File: src/design/wdtw_pkg.sv
// ----------------------------------------------------------------------------
// wdtw_pkg
// Shared widths, reset values, register indexes and types for the weighted
// time warping cell update unit.
// ----------------------------------------------------------------------------
package wdtw_pkg;

    localparam int unsigned MAX_REF_DEF = 1024;

    localparam int COST_W = 32;     // accumulated cost, Q24.8
    localparam int LC_W   = 16;     // local cost, Q8.8
    localparam int WGT_W  = 8;      // step weight, Q4.4
    localparam int LEN_W  = 11;     // ref_length register
    localparam int PROD_W = LC_W + WGT_W;
    localparam int TERM_W = PROD_W - 4;
    localparam int CFG_IDX_W = 2;

    localparam logic [COST_W-1:0] INF_COST = '1;

    localparam logic [LEN_W-1:0] REF_LENGTH_RST = 11'd1024;
    localparam logic [WGT_W-1:0] WEIGHT_RST     = 8'd16;

    typedef enum logic [CFG_IDX_W-1:0] {
        CFG_REF_LENGTH   = 2'd0,
        CFG_WEIGHT_DIAG  = 2'd1,
        CFG_WEIGHT_LEFT  = 2'd2,
        CFG_WEIGHT_ABOVE = 2'd3
    } t_cfg_idx;

    // Operands of one cell: the three neighbors and their weighted terms.
    typedef struct packed {
        logic [COST_W-1:0] above;
        logic [COST_W-1:0] left;
        logic [COST_W-1:0] diag;
        logic [TERM_W-1:0] term_above;
        logic [TERM_W-1:0] term_left;
        logic [TERM_W-1:0] term_diag;
    } t_cell_ops;

endpackage

File: src/design/wdtw_cell_calc.sv
// ----------------------------------------------------------------------------
// wdtw_cell_calc
// Saturating weighted adds for the three neighbors and the minimum of them.
// ----------------------------------------------------------------------------
module wdtw_cell_calc (
    input  wdtw_pkg::t_cell_ops         i_ops,
    output logic [wdtw_pkg::COST_W-1:0] o_best
);
    import wdtw_pkg::*;

    function automatic logic [COST_W-1:0] f_sat_add(
        input logic [COST_W-1:0] base,
        input logic [TERM_W-1:0] term
    );
        logic [COST_W:0] sum;
        sum = {1'b0, base} + (COST_W+1)'(term);
        return sum[COST_W] ? INF_COST : sum[COST_W-1:0];
    endfunction

    logic [COST_W-1:0] w_c_above;
    logic [COST_W-1:0] w_c_left;
    logic [COST_W-1:0] w_c_diag;
    logic [COST_W-1:0] w_min_al;

    assign w_c_above = f_sat_add(i_ops.above, i_ops.term_above);
    assign w_c_left  = f_sat_add(i_ops.left,  i_ops.term_left);
    assign w_c_diag  = f_sat_add(i_ops.diag,  i_ops.term_diag);

    // Ties keep the earlier candidate: above, then left, then diagonal.
    assign w_min_al = (w_c_left < w_c_above) ? w_c_left : w_c_above;
    assign o_best   = (w_c_diag < w_min_al) ? w_c_diag : w_min_al;

endmodule
File: config.mk
export PLATFORM = sky130hd
export DESIGN_NAME = wdtw_cell_calc
export DESIGN_NICKNAME = d
export VERILOG_FILES = /design/src/design/wdtw_pkg.sv /design/src/design/wdtw_cell_calc.sv
export SDC_FILE = /design/constraint.sdc
export NUM_CORES = 1
export LEC_CHECK = 0
export ABC_AREA = 1
export BUFFER_PORTS_ARGS = -buffer_cell sky130_fd_sc_hd__buf_2
export CAP_MARGIN = 5
export CORE_AREA = 2 2 128 130
export DETAILED_ROUTE_END_ITERATION = 16
export DIE_AREA = 0 0 130 132
export PLACE_DENSITY = 0.74
export SLEW_MARGIN = 20
export SYNTH_ARGS = -nofsm -noshare
export SYNTH_HDL_FRONTEND = slang
export SYNTH_SLANG_ARGS = --single-unit
File: constraint.sdc
create_clock -name vclk -period 16.1
set_input_delay 2.415 -clock vclk [all_inputs]
set_output_delay 2.415 -clock vclk [all_outputs]
set_load 0.01 [all_outputs]
==> Word-level counts from Yosys, hierarchy flattened <==
Index checks and enable logic that the tools add are counted.
{ "op_classes": {"add_sub_neg": 3, "n_lt_le_gt_ge": 2, "mux": 5} }
{ "ops": {"columns": ["op", "n"], "rows": [
  ["$mux W32", 5],
  ["$add A32 B20 Y33", 3],
  ["$lt A32 B32 Y1", 2]
]} }
{ "word_totals": {"regBits": 0, "input_bits": 156, "out_inout_bits": 32, "word_cells": 10} }

==> Logic depth before layout (Yosys ltp) <==
{ "logic_depth": {"ltp_word": 6, "mapped_depth": 46, "ltp_nobuf": 43} }

==> Worst setup path after synthesis <==
OpenSTA, ideal clock, no wires.
{ "synth_path": {"path_kind": "input-to-output", "start": "input i_ops[22] in the netlist's numbering", "end": "output o_best[12] in the netlist's numbering", "arrival_ns": 7.952, "t_required_ns": 13.685, "setup_slack_ns": 5.733, "cell_stages": 38, "path_buffers": 3, "path_cell_list": "ha_1 -> a21oi_1 -> nand2_1 -> a31oi_1 -> o21ai_1 -> a21boi_1 -> o21ai_0 -> a21boi_1 -> o21ai_1 -> nand3_1 -> nand2_1 -> a21oi_2 -> inv_1 -> nand2_1 -> o21ai_0 -> a21o_1 -> ha_1 -> a21oi_1 -> [... 2 more ...] -> o221ai_1 -> a21oi_1 -> nand2_1 -> buf_2 -> inv_1 -> clkbuf_1 -> nand2_1 -> o21ai_0 -> inv_1 -> ha_1 -> a21oi_1 -> nand2_1 -> nand2_1 -> a21oi_1 -> a211oi_1 -> clkbuf_1 -> nand3_1 -> nand2_1"} }
{ "synth_via": {"elab_chain_len": 6} }
{ "synth_rtl": {"columns": ["item", "line_no", "source"], "rows": [
  ["start: declaration", "wdtw_cell_calc.sv:6", "input wdtw_pkg::t_cell_ops i_ops,"],
  ["$add A32 B20 Y33 (*)", "wdtw_cell_calc.sv:16", "sum = {1'b0, base} + (COST_W+1)'(term);"],
  ["$mux W32 (*)", "wdtw_cell_calc.sv:17", "return sum[COST_W] ? INF_COST : sum[COST_W-1:0];"],
  ["$lt A32 B32 Y1", "wdtw_cell_calc.sv:30", "assign w_min_al = (w_c_left < w_c_above) ? w_c_left : w_c_above;"],
  ["$mux W32 (*)", "wdtw_cell_calc.sv:30", null],
  ["$lt A32 B32 Y1", "wdtw_cell_calc.sv:31", "assign o_best = (w_c_diag < w_min_al) ? w_c_diag : w_min_al;"],
  ["$mux W32 (*)", "wdtw_cell_calc.sv:31", null],
  ["end: declaration", "wdtw_cell_calc.sv:7", "output logic [wdtw_pkg::COST_W-1:0] o_best"]
]} }
Every way passes the cells marked *; elsewhere a longest branch is shown, timed or not.

==> Worst setup path in the final report <==
{ "layout_path": {"start": "input i_ops[22] in the netlist's numbering", "end": "output o_best[11] in the netlist's numbering"} }
Same word-level chain as after synthesis.

==> qor.yml <==
met3_usage: 0.00446
die-area_um2: 17200
antennaDiodeCount: 0
start_util: 0.394
crit_slowest_cell: "a211oi_4"
path_buf_inv: 5
fillers: 1741
regArea_um2: 0
die_w_um: 130
slew_headroom: 0.376
use_met2: 0.371
dr_total_vias: 7681
cpMostUsedCell: "nand2_1"
drt_iter0_drc: 501
worstMarginPinSlew_ns: 0.934
gp_congestion: 0.887
holdPathStages: 6
path_class: "in2out"
drv_slew: 0
hold_class: "in2out"
grt_overflow_total: 0
grt_pass1_wl_mm: 31.4
synth_area_um2: 6190
cp_max_fo: 47
drc_errors: 0
crit_family: "compound AO/OA/AOI/OAI gates"
final_layout_size_suffix_gt1_frac: 0.177
crit_cells: 38
layout_setup_ws_ns: 4.61
power_per_cell_area_nw_per_um2: 52.4
yosysWarnings: 0
cellLeakagePower_nw: 4.18
hold_viol: 0
fp.coreArea_um2: 15700
min_to: "o_best[30]"
rows: 46
cts-resized-gates: 0
seq_cell_count: 0
first_pass_iters: 5
antenna_found_initial: 0
met1_usage: 0.309
die_y_um: 132
hold_ws_ns: 5.35
grt_max_degree: 48
postCtsSetupBuffers: 0
rsz0062_at_grt: "no"
status: "finished clean"
layout.nets: 1572
track_usage: 0.215
start_kind: "input pin"
first_global_vias: 6905
pin_count: 188
synth_cell_types: 44
fin_util: 0.466
syn_to_final_growth_pct: 18.2
crit_path_end_kind: "primary output"
busiest_layer: "met2"
synth.avg_cell_area_um2: 5.53
period_share: 0.714
hpwl_mm: 17.1
wl_per_cell_um: 12.9
min_period_ns: 11.49
wl_mm: 19.4
setup_tns_ns: 0
detail-route-antenna-nets: 0
cts-hold-fix-buffers: 0
syn_nets: 1400
drv_cap: 0
irDropWorstVdd_mv: 0.0181
ys_seq_area_frac: 0
setup_viol: 0
stdcell_count: 1505
cpPeakStageDelay_ns: 0.42
pre_cts_slack_ns: 4.71
postSynthCellCount: 1119
worstPathArrival_ns: 9.08
portBuffers: 188
required_ns: 13.69
min_from: "i_ops[90]"
via_per_inst: 5.10
n_clock_buffer: 0
max_clock_freq_mhz: 87.0
place_inst: 1505
## power by group
part	leakage, nW	internal (mW)	switching [mW]
registers	0	0	0
clock network	0	0	0
logic	4.18	0.149	0.234
total	4.18	0.149	0.234
## worst max path at each step
stage               slack (ns)      start         end
floorplan                 5.73  i_ops[22]  o_best[12]
global placement          4.75  i_ops[22]   o_best[0]
detailed placement        4.71  i_ops[22]  o_best[15]
CTS                       4.69  i_ops[22]  o_best[15]
global route              3.91  i_ops[22]  o_best[20]
finish                    4.61  i_ops[22]  o_best[11]
## area by class of cell
cell class                 count  area, um2  share of cell area
inverter                     144        541              0.0738
timing repair buffer         190        956               0.131
multi-input combinational    955       5560               0.759
tap                          216        270              0.0369
## kinds of logic (layout without fill, tap and decap cells)
group,count (synthesis),in the layout,synth area share
xor+xnor,28,28,0.0396
simple gates,570,570,0.398
compound gates,232,232,0.202
buf+inv,164,334,0.105
fa+ha+maj,125,125,0.256
## layer usage
layer | wire length, um | share of wire
met1 | 9410 | 0.49
met2 | 8810 | 0.45
met3 | 953 | 0.049
met4 | 193 | 0.010
met5 | 0 | 0
## placed cells by master, fill, tap and decap left out, drive strengths merged
cell and n:
a2111oi 1, a211oi 7, a21boi 2, a21o 2
a21oi 111, a31oi 7, and2 2, buf 190
clkinv 1, fa 3, ha 122, inv 143
nand2 325, nand3 92, nand3b 5, nand4 15
nor2 80, nor3 16, nor3b 1, nor4 7
nor4b 1, o21a 4, o21ai 90, o21bai 1
o221a 1, o221ai 4, o22ai 2, or2 25
or3 1, xnor2 12, xor2 16
## Yosys cell counts (2+ instances only)
library cell  instances  area share
fa_1                  3      0.0097
nor2_1               79       0.048
and2_1                2      0.0020
o221ai_1              4      0.0057
a31oi_1               7      0.0071
nand4_1              15       0.015
clkbuf_1             13      0.0079
xor2_1               16       0.023
a21boi_1              2      0.0024
o21ai_0              86       0.069
nand3b_1              5      0.0061
a21oi_1             110       0.089
xnor2_1              12       0.017
nor4_1                7      0.0071
buf_6                 3      0.0055
ha_1                122        0.25
nand3_1              91       0.074
o21ai_1               2      0.0016
or2_2                24       0.024
a21o_1                2      0.0024
inv_1               142       0.086
o21ai_2               2      0.0028
o22ai_1               2      0.0020
nor3_1               15       0.012
nand2_1             320        0.19
o21a_1                4      0.0048
nand2_4               2      0.0036
buf_4                 3      0.0036
nand2_2               3      0.0030
a211oi_1              7      0.0085
## metrics by stage
stage	cell area [um2]	total power, mW
3_5_place_dp	7320	0.380
3_3_place_gp	7320	0.374
5_1_grt	7320	0.438
2_1_floorplan	6190	0.266
4_1_cts	7320	0.382
6_report	7320	0.383
(Power assumes the default switching activity.)
